==> src/cfe_pkg.sv <==
`timescale 1ns / 1ps
// ----------------------------------------------------------------------------
// cfe_pkg
// Shared types, constants and the CRC-16 byte update of the frame encoder.
// ----------------------------------------------------------------------------
package cfe_pkg;

    localparam int unsigned MAX_RESULTS = 6;
    localparam int unsigned CNT_W       = $clog2(MAX_RESULTS + 1);
    localparam int unsigned CFG_IDX_W   = 2;

    localparam logic [15:0] CRC_INIT = 16'hFFFF;
    localparam logic [15:0] CRC_POLY = 16'h1021;
    localparam logic [15:0] CRC_TOP  = 16'h8000;

    // Header bytes plus CRC bytes around the payload
    localparam logic [8:0]  HDR_PLUS_CRC = 9'd6;

    localparam logic [CFG_IDX_W-1:0] CFG_MAGIC   = 2'd0;
    localparam logic [CFG_IDX_W-1:0] CFG_VERSION = 2'd1;
    localparam logic [CFG_IDX_W-1:0] CFG_MAX_LEN = 2'd2;

    localparam logic [7:0] MAGIC_RST   = 8'h00;
    localparam logic [7:0] VERSION_RST = 8'h00;
    localparam logic [7:0] MAX_LEN_RST = 8'hFF;

    localparam logic [CNT_W-1:0] CNT_ONE    = CNT_W'(1);
    localparam logic [CNT_W-1:0] CNT_DATA   = CNT_W'(1);
    localparam logic [CNT_W-1:0] CNT_DATA_E = CNT_W'(3);
    localparam logic [CNT_W-1:0] CNT_HDR    = CNT_W'(4);
    localparam logic [CNT_W-1:0] CNT_HDR_E  = CNT_W'(MAX_RESULTS);

    // One group of results produced by a single input item
    typedef struct packed {
        logic [MAX_RESULTS-1:0][7:0] bytes;
        logic [CNT_W-1:0]            cnt;
        logic                        frame_end;
        logic                        rejected;
    } cfe_burst_t;

    // CRC-16/CCITT, MSB first, one byte
    function automatic logic [15:0] crc_byte(input logic [15:0] crc, input logic [7:0] b);
        logic [15:0] c;
        c = crc ^ {b, 8'h00};
        for (int i = 0; i < 8; i++)
        begin
            if ((c & CRC_TOP) != 16'h0000)
                c = {c[14:0], 1'b0} ^ CRC_POLY;
            else
                c = {c[14:0], 1'b0};
        end
        return c;
    endfunction

endpackage

==> src/cfe_item_if.sv <==
`timescale 1ns / 1ps
// ----------------------------------------------------------------------------
// cfe_item_if
// Input request channel: start items and payload bytes.
// ----------------------------------------------------------------------------
interface cfe_item_if;
    logic       valid;
    logic       ready;
    logic       mode;
    logic [7:0] opcode;
    logic [7:0] payload_length;
    logic [8:0] capacity;
    logic [7:0] data_byte;

    modport source (output valid, mode, opcode, payload_length, capacity, data_byte,
                    input ready);
    modport sink   (input valid, mode, opcode, payload_length, capacity, data_byte,
                    output ready);
endinterface

==> src/cfe_result_if.sv <==
`timescale 1ns / 1ps
// ----------------------------------------------------------------------------
// cfe_result_if
// Output request channel: one encoded byte or a reject marker.
// ----------------------------------------------------------------------------
interface cfe_result_if;
    logic       valid;
    logic       ready;
    logic [7:0] out_byte;
    logic       frame_end;
    logic       rejected;

    modport source (output valid, out_byte, frame_end, rejected, input ready);
    modport sink   (input valid, out_byte, frame_end, rejected, output ready);
endinterface

==> src/cfe_cfg_if.sv <==
`timescale 1ns / 1ps
// ----------------------------------------------------------------------------
// cfe_cfg_if
// Register write channel: register index and write data.
// ----------------------------------------------------------------------------
interface cfe_cfg_if;
    logic                            valid;
    logic                            ready;
    logic [cfe_pkg::CFG_IDX_W-1:0]   index;
    logic [7:0]                      data;

    modport source (output valid, index, data, input ready);
    modport sink   (input valid, index, data, output ready);
endinterface

==> src/cfe_burst_buf.sv <==
`timescale 1ns / 1ps
// ----------------------------------------------------------------------------
// cfe_burst_buf
// Holds the results of one item and drains them one per cycle while the output is ready.
// ----------------------------------------------------------------------------
module cfe_burst_buf (
    input  logic                clk,
    input  logic                rst_n,
    input  logic                load,
    input  cfe_pkg::cfe_burst_t burst,
    output logic                free,
    cfe_result_if.source        result
);

    logic [cfe_pkg::MAX_RESULTS-1:0][7:0] byte_reg, byte_next;
    logic [cfe_pkg::CNT_W-1:0]            cnt_reg, cnt_next;
    logic                                 end_reg, end_next;
    logic                                 rej_reg, rej_next;
    logic                                 take;

    assign take             = result.valid && result.ready;
    assign free             = (cnt_reg == '0) || ((cnt_reg == cfe_pkg::CNT_ONE) && result.ready);
    assign result.valid     = (cnt_reg != '0);
    assign result.out_byte  = byte_reg[0];
    assign result.frame_end = end_reg && (cnt_reg == cfe_pkg::CNT_ONE);
    assign result.rejected  = rej_reg;

    always_comb
    begin
        byte_next = byte_reg;
        cnt_next  = cnt_reg;
        end_next  = end_reg;
        rej_next  = rej_reg;
        if (load)
        begin
            byte_next = burst.bytes;
            cnt_next  = burst.cnt;
            end_next  = burst.frame_end;
            rej_next  = burst.rejected;
        end
        else if (take)
        begin
            // advance to the next queued byte
            for (int i = 0; i < cfe_pkg::MAX_RESULTS - 1; i++)
            begin
                byte_next[i] = byte_reg[i+1];
            end
            cnt_next = cnt_reg - cfe_pkg::CNT_ONE;
        end
    end

    always_ff @(posedge clk or negedge rst_n)
    begin
        if (!rst_n)
        begin
            cnt_reg <= '0;
            end_reg <= 1'b0;
            rej_reg <= 1'b0;
        end
        else
        begin
            cnt_reg <= cnt_next;
            end_reg <= end_next;
            rej_reg <= rej_next;
        end
    end

    always_ff @(posedge clk)
    begin
        byte_reg <= byte_next;
    end

endmodule

==> src/crc16_frame_encoder.sv <==
`timescale 1ns / 1ps
// Flow: an accepted item is registered in the input register; its results load into the
//   output buffer once the buffer is free, and the buffer then offers the first result.
// Throughput: one item per cycle while each item yields at most one result and the output is
//   ready; a start yields 4 or 6 results (1 for a reject), the end of a frame 3, and input stalls while they drain.
// Reset: frame state and buffers cleared, registers return to magic 0, version 0,
//   maximum payload 255.
// ----------------------------------------------------------------------------
// crc16_frame_encoder
// Framed packet encoder: header, payload pass-through and CRC-16 trailer.
// ----------------------------------------------------------------------------
module crc16_frame_encoder (
    input  logic          clk,
    input  logic          rst_n,
    cfe_item_if.sink      item,
    cfe_result_if.source  result,
    cfe_cfg_if.sink       cfg
);

    // configuration registers
    logic [7:0]  magic_reg, magic_next;
    logic [7:0]  version_reg, version_next;
    logic [7:0]  max_len_reg, max_len_next;
    logic [15:0] crc_mv_reg;

    // input register
    logic        s1_valid_reg, s1_valid_next;
    logic        s1_mode_reg;
    logic [7:0]  s1_opcode_reg;
    logic [7:0]  s1_len_reg;
    logic [8:0]  s1_cap_reg;
    logic [7:0]  s1_data_reg;

    // frame state
    logic        in_frame_reg, in_frame_next;
    logic [7:0]  bytes_left_reg, bytes_left_next;
    logic [15:0] crc_reg, crc_next;

    logic                 item_take;
    logic                 load;
    logic                 buf_free;
    logic                 reject;
    logic [15:0]          crc_op;
    logic [15:0]          crc_hdr;
    logic [15:0]          crc_dat;
    cfe_pkg::cfe_burst_t  burst;

    assign cfg.ready  = 1'b1;
    assign item.ready = !s1_valid_reg || buf_free;
    assign item_take  = item.valid && item.ready;
    assign load       = s1_valid_reg && buf_free;

    // ---------------- configuration ----------------
    always_comb
    begin
        magic_next   = magic_reg;
        version_next = version_reg;
        max_len_next = max_len_reg;
        if (cfg.valid && cfg.ready)
        begin
            unique case (cfg.index)
                cfe_pkg::CFG_MAGIC:   magic_next   = cfg.data;
                cfe_pkg::CFG_VERSION: version_next = cfg.data;
                cfe_pkg::CFG_MAX_LEN: max_len_next = cfg.data;
                default: ;
            endcase
        end
    end

    always_ff @(posedge clk or negedge rst_n)
    begin
        if (!rst_n)
        begin
            magic_reg   <= cfe_pkg::MAGIC_RST;
            version_reg <= cfe_pkg::VERSION_RST;
            max_len_reg <= cfe_pkg::MAX_LEN_RST;
            crc_mv_reg  <= cfe_pkg::crc_byte(cfe_pkg::crc_byte(cfe_pkg::CRC_INIT,
                                             cfe_pkg::MAGIC_RST), cfe_pkg::VERSION_RST);
        end
        else
        begin
            magic_reg   <= magic_next;
            version_reg <= version_next;
            max_len_reg <= max_len_next;
            // CRC over magic and version, updated together with the registers
            crc_mv_reg  <= cfe_pkg::crc_byte(cfe_pkg::crc_byte(cfe_pkg::CRC_INIT,
                                             magic_next), version_next);
        end
    end

    // ---------------- input register ----------------
    always_comb
    begin
        s1_valid_next = s1_valid_reg;
        if (item_take)
            s1_valid_next = 1'b1;
        else if (load)
            s1_valid_next = 1'b0;
    end

    always_ff @(posedge clk or negedge rst_n)
    begin
        if (!rst_n)
            s1_valid_reg <= 1'b0;
        else
            s1_valid_reg <= s1_valid_next;
    end

    always_ff @(posedge clk)
    begin
        if (item_take)
        begin
            s1_mode_reg   <= item.mode;
            s1_opcode_reg <= item.opcode;
            s1_len_reg    <= item.payload_length;
            s1_cap_reg    <= item.capacity;
            s1_data_reg   <= item.data_byte;
        end
    end

    // ---------------- frame logic ----------------
    assign reject  = (s1_len_reg > max_len_reg) ||
                     (({1'b0, s1_len_reg} + cfe_pkg::HDR_PLUS_CRC) > s1_cap_reg);
    assign crc_op  = cfe_pkg::crc_byte(crc_mv_reg, s1_opcode_reg);
    assign crc_hdr = cfe_pkg::crc_byte(crc_op, s1_len_reg);
    assign crc_dat = cfe_pkg::crc_byte(crc_reg, s1_data_reg);

    always_comb
    begin
        in_frame_next   = in_frame_reg;
        bytes_left_next = bytes_left_reg;
        crc_next        = crc_reg;
        burst           = '0;
        if (load)
        begin
            if (!s1_mode_reg)
            begin
                // a start abandons any open frame
                in_frame_next   = 1'b0;
                bytes_left_next = '0;
                crc_next        = cfe_pkg::CRC_INIT;
                if (reject)
                begin
                    burst.cnt       = cfe_pkg::CNT_ONE;
                    burst.frame_end = 1'b1;
                    burst.rejected  = 1'b1;
                end
                else
                begin
                    burst.bytes[0] = magic_reg;
                    burst.bytes[1] = version_reg;
                    burst.bytes[2] = s1_opcode_reg;
                    burst.bytes[3] = s1_len_reg;
                    if (s1_len_reg == '0)
                    begin
                        burst.bytes[4]  = crc_hdr[15:8];
                        burst.bytes[5]  = crc_hdr[7:0];
                        burst.cnt       = cfe_pkg::CNT_HDR_E;
                        burst.frame_end = 1'b1;
                    end
                    else
                    begin
                        burst.cnt       = cfe_pkg::CNT_HDR;
                        in_frame_next   = 1'b1;
                        bytes_left_next = s1_len_reg;
                        crc_next        = crc_hdr;
                    end
                end
            end
            else if (in_frame_reg)
            begin
                burst.bytes[0] = s1_data_reg;
                if (bytes_left_reg == 8'd1)
                begin
                    burst.bytes[1]  = crc_dat[15:8];
                    burst.bytes[2]  = crc_dat[7:0];
                    burst.cnt       = cfe_pkg::CNT_DATA_E;
                    burst.frame_end = 1'b1;
                    in_frame_next   = 1'b0;
                    bytes_left_next = '0;
                    crc_next        = crc_dat;
                end
                else
                begin
                    burst.cnt       = cfe_pkg::CNT_DATA;
                    bytes_left_next = bytes_left_reg - 8'd1;
                    crc_next        = crc_dat;
                end
            end
            // drop payload bytes that arrive outside a frame
        end
    end

    always_ff @(posedge clk or negedge rst_n)
    begin
        if (!rst_n)
        begin
            in_frame_reg   <= 1'b0;
            bytes_left_reg <= '0;
            crc_reg        <= cfe_pkg::CRC_INIT;
        end
        else
        begin
            in_frame_reg   <= in_frame_next;
            bytes_left_reg <= bytes_left_next;
            crc_reg        <= crc_next;
        end
    end

    cfe_burst_buf u_burst_buf (
        .clk    (clk),
        .rst_n  (rst_n),
        .load   (load),
        .burst  (burst),
        .free   (buf_free),
        .result (result)
    );

    // ---------------- assertions ----------------
    a_reject_ends : assert property (@(posedge clk) disable iff (!rst_n)
        result.valid && result.rejected |-> result.frame_end)
        else $error("reject result without frame_end");

    a_open_frame_count : assert property (@(posedge clk) disable iff (!rst_n)
        in_frame_reg |-> (bytes_left_reg != 8'd0))
        else $error("open frame with no bytes left");

    a_hold_input : assert property (@(posedge clk) disable iff (!rst_n)
        s1_valid_reg && !load |=> s1_valid_reg && $stable(s1_mode_reg) &&
        $stable(s1_len_reg))
        else $error("input register lost a pending item");

    a_load_when_free : assert property (@(posedge clk) disable iff (!rst_n)
        load && result.valid |-> result.ready && !(result.valid && !result.frame_end &&
        result.rejected))
        else $error("results loaded over undelivered bytes");

endmodule

==> src/flat_wrapper.sv <==
// flat-port wrapper written by rule: the top's interface ports become plain ports
module crc16_frame_encoder_flat 
  (clk, rst_n, item_valid, item_mode, item_opcode, item_payload_length, item_capacity, item_data_byte, item_ready, result_valid, result_out_byte, result_frame_end, result_rejected, result_ready, cfg_valid, cfg_index, cfg_data, cfg_ready);
  cfe_item_if item_i ();
  cfe_result_if result_i ();
  cfe_cfg_if cfg_i ();
  input  logic clk;
  input  logic rst_n;
  input wire logic [$bits(item_i.valid)-1:0] item_valid;
  input wire logic [$bits(item_i.mode)-1:0] item_mode;
  input wire logic [$bits(item_i.opcode)-1:0] item_opcode;
  input wire logic [$bits(item_i.payload_length)-1:0] item_payload_length;
  input wire logic [$bits(item_i.capacity)-1:0] item_capacity;
  input wire logic [$bits(item_i.data_byte)-1:0] item_data_byte;
  output wire logic [$bits(item_i.ready)-1:0] item_ready;
  output wire logic [$bits(result_i.valid)-1:0] result_valid;
  output wire logic [$bits(result_i.out_byte)-1:0] result_out_byte;
  output wire logic [$bits(result_i.frame_end)-1:0] result_frame_end;
  output wire logic [$bits(result_i.rejected)-1:0] result_rejected;
  input wire logic [$bits(result_i.ready)-1:0] result_ready;
  input wire logic [$bits(cfg_i.valid)-1:0] cfg_valid;
  input wire logic [$bits(cfg_i.index)-1:0] cfg_index;
  input wire logic [$bits(cfg_i.data)-1:0] cfg_data;
  output wire logic [$bits(cfg_i.ready)-1:0] cfg_ready;
  assign item_i.valid = item_valid;
  assign item_i.mode = item_mode;
  assign item_i.opcode = item_opcode;
  assign item_i.payload_length = item_payload_length;
  assign item_i.capacity = item_capacity;
  assign item_i.data_byte = item_data_byte;
  assign item_ready = item_i.ready;
  assign result_valid = result_i.valid;
  assign result_out_byte = result_i.out_byte;
  assign result_frame_end = result_i.frame_end;
  assign result_rejected = result_i.rejected;
  assign result_i.ready = result_ready;
  assign cfg_i.valid = cfg_valid;
  assign cfg_i.index = cfg_index;
  assign cfg_i.data = cfg_data;
  assign cfg_ready = cfg_i.ready;
  crc16_frame_encoder u_core (.clk(clk), .rst_n(rst_n), .item(item_i), .result(result_i), .cfg(cfg_i));
endmodule
==> config.mk <==
export PLATFORM = sky130hd
export DESIGN_NAME = crc16_frame_encoder_flat
export DESIGN_NICKNAME = d
export VERILOG_FILES = /design/src/cfe_pkg.sv /design/src/cfe_item_if.sv /design/src/cfe_result_if.sv /design/src/cfe_cfg_if.sv /design/src/cfe_burst_buf.sv /design/src/crc16_frame_encoder.sv /design/src/flat_wrapper.sv
export SDC_FILE = /design/constraint.sdc
export NUM_CORES = 1
export LEC_CHECK = 0
export BUFFER_PORTS_ARGS = -buffer_cell sky130_fd_sc_hd__buf_2
export CAP_MARGIN = 25
export CORE_MARGIN = 4
export CORE_UTILIZATION = 30
export DETAILED_ROUTE_END_ITERATION = 16
export SLEW_MARGIN = 5
export SYNTH_ARGS = -nofsm -noshare
export SYNTH_HDL_FRONTEND = slang
export SYNTH_SLANG_ARGS = --single-unit
==> constraint.sdc <==
create_clock -name clk -period 4 [get_ports clk]
set_input_delay 0.2 -clock clk [delete_from_list [all_inputs] [get_ports clk]]
set_output_delay 0.2 -clock clk [all_outputs]
set_load 0.01 [all_outputs]
Yosys cells after proc, flatten, opt, wreduce, memory -nomap -nowiden
Index checks and enable logic that the tools add are counted.
{"block": "op_classes", "mux": 77, "add_sub_neg": 3, "order_cmp": 2, "n_eq_ne": 5, "multipliers": 0, "bitwise": 46, "div": 0, "reduce_logical": 18, "n_shift": 0}
{"cell": "$mux 13", "count": 40}
{"cell": "$mux 40", "count": 3}
{"cell": "$not 3->3", "count": 40}
{"cell": "$mux 16", "count": 6}
{"cell": "$mux 8", "count": 10}
{"cell": "$xor 16x16->16", "count": 4}
{"cell": "$mux 28", "count": 2}
{"cell": "$not 16->16", "count": 1}
{"cell": "$mux 1", "count": 11}
{"cell": "$add 8x3->9 const B", "count": 1}
{"cell": "$gt 9x9->1", "count": 1}
{"cell": "$eq 8x1->1 const B", "count": 1}
{"cell": "$gt 8x8->1", "count": 1}
{"cell": "$logic_not 8->1", "count": 1}
{"cell": "$sub 8x1->8 const B", "count": 1}
{"cell": "$mux 3", "count": 2}
{"cell": "$logic_and 1x1->1", "count": 5}
{"cell": "$mux 2", "count": 2}
{"cell": "$mux 4", "count": 1}
{"cell": "$reduce_and 2->1", "count": 2}
{"cell": "$reduce_bool 2->1", "count": 2}
{"cell": "$eq 3x1->1 const B", "count": 1}
{"cell": "$logic_not 3->1", "count": 1}
{"cell": "$logic_or 1x1->1", "count": 3}
{"cell": "9 further kinds", "count": 9}
{"block": "totals", "ramBits": 0, "latch_bits": 0, "input_bits": 49, "register_bits": 153, "mem_count": 0, "output_inout_bits": 13, "wordCells": 173, "mem_bits_ro": 0}

Longest topological paths before layout
{"block": "depth", "ltp_word": 38, "depth_mapped": 14, "mapped_depth_nobuf": 11}

Modules after synthesis
From an unflattened synthesis, not the netlist that was laid out.
{"block": "unflattened", "cells_unflattened": 656, "hier_area_um2": 8235.4}
{"module": "crc16_frame_encoder", "n_inst": 1, "area_per_inst_um2": 5748.0, "seq_area_each_um2": 2712.6, "cells_per_inst": 521}
{"module": "cfe_burst_buf", "n_inst": 1, "area_per_inst_um2": 2487.4, "seq_area_each_um2": 1566.5, "cells_per_inst": 135}

Worst setup path after synthesis
Ideal clock, no wire load.
{"block": "synth_timing", "path_kind": "register to register", "start": "register u_core.s1_len_reg[1]", "end": "register u_core.u_burst_buf.byte_reg[8] (netlist bit) (data pin)", "path_buffers": 3, "t_required_ns": 3.739, "arrival_ns": 2.790, "slack_ns": 0.949, "setup_ns": 0.261, "stages_incl_launch_ff": 15, "period_less_slack_ns": 3.051, "path_cell_list": "edfxtp_1 -> clkbuf_1 -> inv_1 -> ha_1 -> nor2_1 -> xor2_1 -> ha_1 -> and3_1 -> o221ai_1 -> a31oi_2 -> nor2_1 -> and3_1 -> buf_2 -> buf_2 -> a221o_1"}
{"element": "from (decl)", "line": "crc16_frame_encoder.sv:30", "rtl": "logic [7:0] s1_len_reg;"}
{"element": "from (signal assigned)", "line": "crc16_frame_encoder.sv:115", "rtl": "s1_len_reg <= item.payload_length;"}
{"element": "to (signal assigned)", "line": "cfe_burst_buf.sv:70", "rtl": "byte_reg <= byte_next;"}
{"element": "to (decl)", "line": "cfe_burst_buf.sv:15", "rtl": "logic [cfe_pkg::MAX_RESULTS-1:0][7:0] byte_reg, byte_next;"}

==> results.toml <==
[sta]
fmax_mhz = 300
slew_headroom = 0.362
skew_ps = 9.67
hold_viol_final = 0
rsz0062_at_grt = "false"
setup_viol = 0
finalWorstSetupSlack_ps = 670
finalSetupTns_ps = 0
worstMarginPinSlew_ps = 957
fin_crit_sh = 0.832
drv_slew = 0
fin_crit_ps = 3330

[clock_network]
clockBufferDepth = 2
cts_buffers = 17
cts_resized = 0
clk_pin_slew_ps = 70
ctsRootBufferMaster = "clkbuf_16"
cts-htree-levels = 4
cts_tree = "yes"
cts.sinks = 153
insertion_delay_ps = 430

[yosys]
syn_area_sq_um = 8090
ys_types = 58
ys_warn_count = 0
synth_compound_area_frac = 0.118
synth-xor-area-share = 0.154
synth_simple_gate_area_frac = 0.0809
synth_top_family_by_area = "XOR/XNOR gates"
synth_seq_cells = 153
synthMuxAreaShare = 0.0404
synthFlopType = "edfxtp_1"
async_flop_share = 0.464
synth_fa_ha_area_frac = 0.0356
avgSynthCellArea_sq_um = 12.4
synth_edf_count = 82
syn-num-nets = 725
syn_inst = 653
seq_area_frac_synth = 0.529

[power]
switching_power_mw = 4.02
peakVddDrop_mv = 0.581
seq_power_share = 0.306
comb_power_share = 0.516
power_density_nw_per_um2 = 1020
total_leakage_power_nw = 3.94
swShare = 0.409
clockPowerShare = 0.178
intPower_mw = 5.81

[die]
die-width_um = 172
core_region_area_sq_um = 26300
io_pins = 62
initial_core_util = 0.308
die_h_um = 172
std_cell_rows = 59
die_area_sq_um = 29700

[run_status]
status = "completed"

[worst_setup_path]
reg2reg_depth = 12
path_cells = "inv_1 -> ha_1 -> nor2_1 -> xor2_1 -> ha_1 -> and3_1 -> o221ai_1 -> a31oi_2 -> nor2_1 -> and3_1 -> buf_4 -> a221o_1"
worst_r2r_endpoint = "u_core.u_burst_buf.byte_reg[20]"
critPathRequiredTime_ps = 4180
crit_type = "reg -> reg"
cp-end-kind = "flip-flop"
r2r_slack_ps = 670
crit_family = "compound AO/OA/AOI/OAI gates"
cp_data_arrival_time_ps = 3510
start_kind = "flip-flop"
cp_slowest_stage_delay_ps = 540
path_buf_inv = 2
r2r-start = "u_core.s1_len_reg[1]"
critical-path-slowest-cell = "edfxtp_1"
crit_cells = 12
critPathMaxFanout = 28

[final_layout]
fin_nets = 811
final_area_sq_um = 9680
drive_above_1_share = 0.242
largest_register_ffs = 40
area_growth_pct = 19.6
diodes = 0

[route]
wirelength_mm = 21.0
wl_per_cell_um = 19.3
dr.first_iter.drc_count = 512
via_per_inst = 4.91
vias = 5334
drcViolationCount = 0
ant_nets = 0
dr.pass1.iters = 5

[hold_path]
worstHoldPathType = "in -> reg"
holdCritStartpoint = "cfg_data[5]"
hold_path_depth = 2
holdPathEnd = "u_core.max_len_reg[5]"

[grt]
grt_pass1_wl_mm = 31.7
track_usage = 0.144
grt_pass1_vias = 5284
grt_max_degree = 42
antenna_found_initial = 0
grt_overflow = 0

[placed_design]
dp_slack_ps = 706
gp_congestion = 0.831
io_buffers = 60
post_dp_cell_area_sq_um = 8690
hpwl_mm = 15.1

[flow_run]
cap_viol_max_count = 0
## worst max-delay path by stage
stage / slack [ps] / start / endpoint
after detailed placement: 710 / u_core.s1_len_reg[1] / u_core.u_burst_buf.byte_reg[20]
final: 670 / u_core.s1_len_reg[1] / u_core.u_burst_buf.byte_reg[20]
after global placement: 840 / u_core.s1_len_reg[1] / u_core.u_burst_buf.byte_reg[11]
after global routing: 530 / u_core.s1_len_reg[1] / u_core.u_burst_buf.byte_reg[20]
after floorplan: 950 / u_core.s1_len_reg[1] / u_core.u_burst_buf.byte_reg[8]
after CTS: 690 / u_core.s1_len_reg[1] / u_core.u_burst_buf.byte_reg[20]
## cells in the final DEF (no fill, tap or decap), drive strengths merged, types with 9 or more instances in the layout
master / count
edfxtp: 82
xnor2: 79
buf: 71
dfrtp: 39
nor2: 37
dlygate4sd3: 36
inv: 34
xor2: 33
dfstp: 32
nand2: 31
a221o: 27
ha: 23
mux2: 21
o21ai: 21
a22o: 19
nand3: 19
a21oi: 18
clkbuf: 18
and3: 13
mux2i: 9
## layout make-up
class,count,area [sq um]
fillers,2561,16600
clock inverters,14,195
multi-input cells,429,3490
inverters,31,116
clock buffers,18,439
well taps,335,419
repair buffers,107,743
flip-flops and latches,153,4280
## cells in the mapped netlist, types with 17 or more instances
| cell | instances | area share |
|---|---|---|
| a21oi_1 | 17 | 0.011 |
| dfstp_2 | 32 | 0.10 |
| edfxtp_1 | 82 | 0.30 |
| dfrtp_1 | 39 | 0.12 |
| nand3_1 | 19 | 0.012 |
| inv_1 | 31 | 0.014 |
| xnor2_1 | 67 | 0.073 |
| nor2_1 | 37 | 0.017 |
| xor2_1 | 28 | 0.030 |
| clkbuf_1 | 20 | 0.0093 |
| mux2_2 | 21 | 0.029 |
| nand2_1 | 31 | 0.014 |
| a22o_1 | 19 | 0.021 |
| a221o_1 | 27 | 0.033 |
| ha_1 | 23 | 0.036 |
| o21ai_0 | 20 | 0.012 |
## power groups by stage
stage | combinational [mW] | sequential, mW | clock [mW]
floorplan | 3.96 | 2.82 | 0
global placement | 5.01 | 3.02 | 0
detailed placement | 5.03 | 3.03 | 0
CTS | 5.08 | 3.01 | 1.77
global route | 5.51 | 3.07 | 1.85
finish | 5.07 | 3.01 | 1.75
## layer usage
metal / vias up / share of wire / track usage / wire length, um
li1: 2534 / - / - / -
met1: 2632 / 0.48 / 0.213 / 10100
met2: 157 / 0.45 / 0.218 / 9540
met3: 11 / 0.056 / 0.0350 / 1180
met4: 0 / 0.0053 / 0.0239 / 111
met5: - / 0 / 0 / 0
## cells by family (layout without fill, tap and decap cells)
| group | Yosys count | after routing |
|---|---|---|
| XOR/XNOR | 117 | 117 |
| AO/OA/AOI/OAI | 125 | 125 |
| multiplexers | 30 | 30 |
| adder cells (fa/ha/maj) | 23 | 23 |
| AND/OR/NAND/NOR | 133 | 133 |
| flip-flops | 153 | 153 |
| other | 1 | 1 |
| buffers and inverters | 71 | 170 |
## repair_timing
item	in CTS	in global routing
endpoints found under the hold margin	49	0
endpoints found under the setup margin	0	0
hold buffers	36	0
buffers inserted	0	0
## worst reg2reg max path: cells and delay by family (launching register included)
kind | cells | cell delay [ps]
compound gates | 3 | 790
xor+xnor | 1 | 90
fa+ha+maj | 2 | 600
buf+inv | 2 | 350
flops | 1 | 540
simple gates | 4 | 720
## per-stage QoR
| step | std cells | hold slack (ps) | utilization | total power, mW |
|---|---|---|---|---|
| floorplan | 653 | -95.6 | - | 6.78 |
| global placement | 1019 | 330 | 0.331 | 8.03 |
| detailed placement | 1019 | 333 | 0.331 | 8.06 |
| CTS | 1087 | 70.3 | 0.368 | 9.86 |
| global route | 1087 | 81.7 | 0.368 | 10.4 |
| finish | 1087 | 75.7 | 0.368 | 9.83 |
Power figures use the tool's default switching activity.
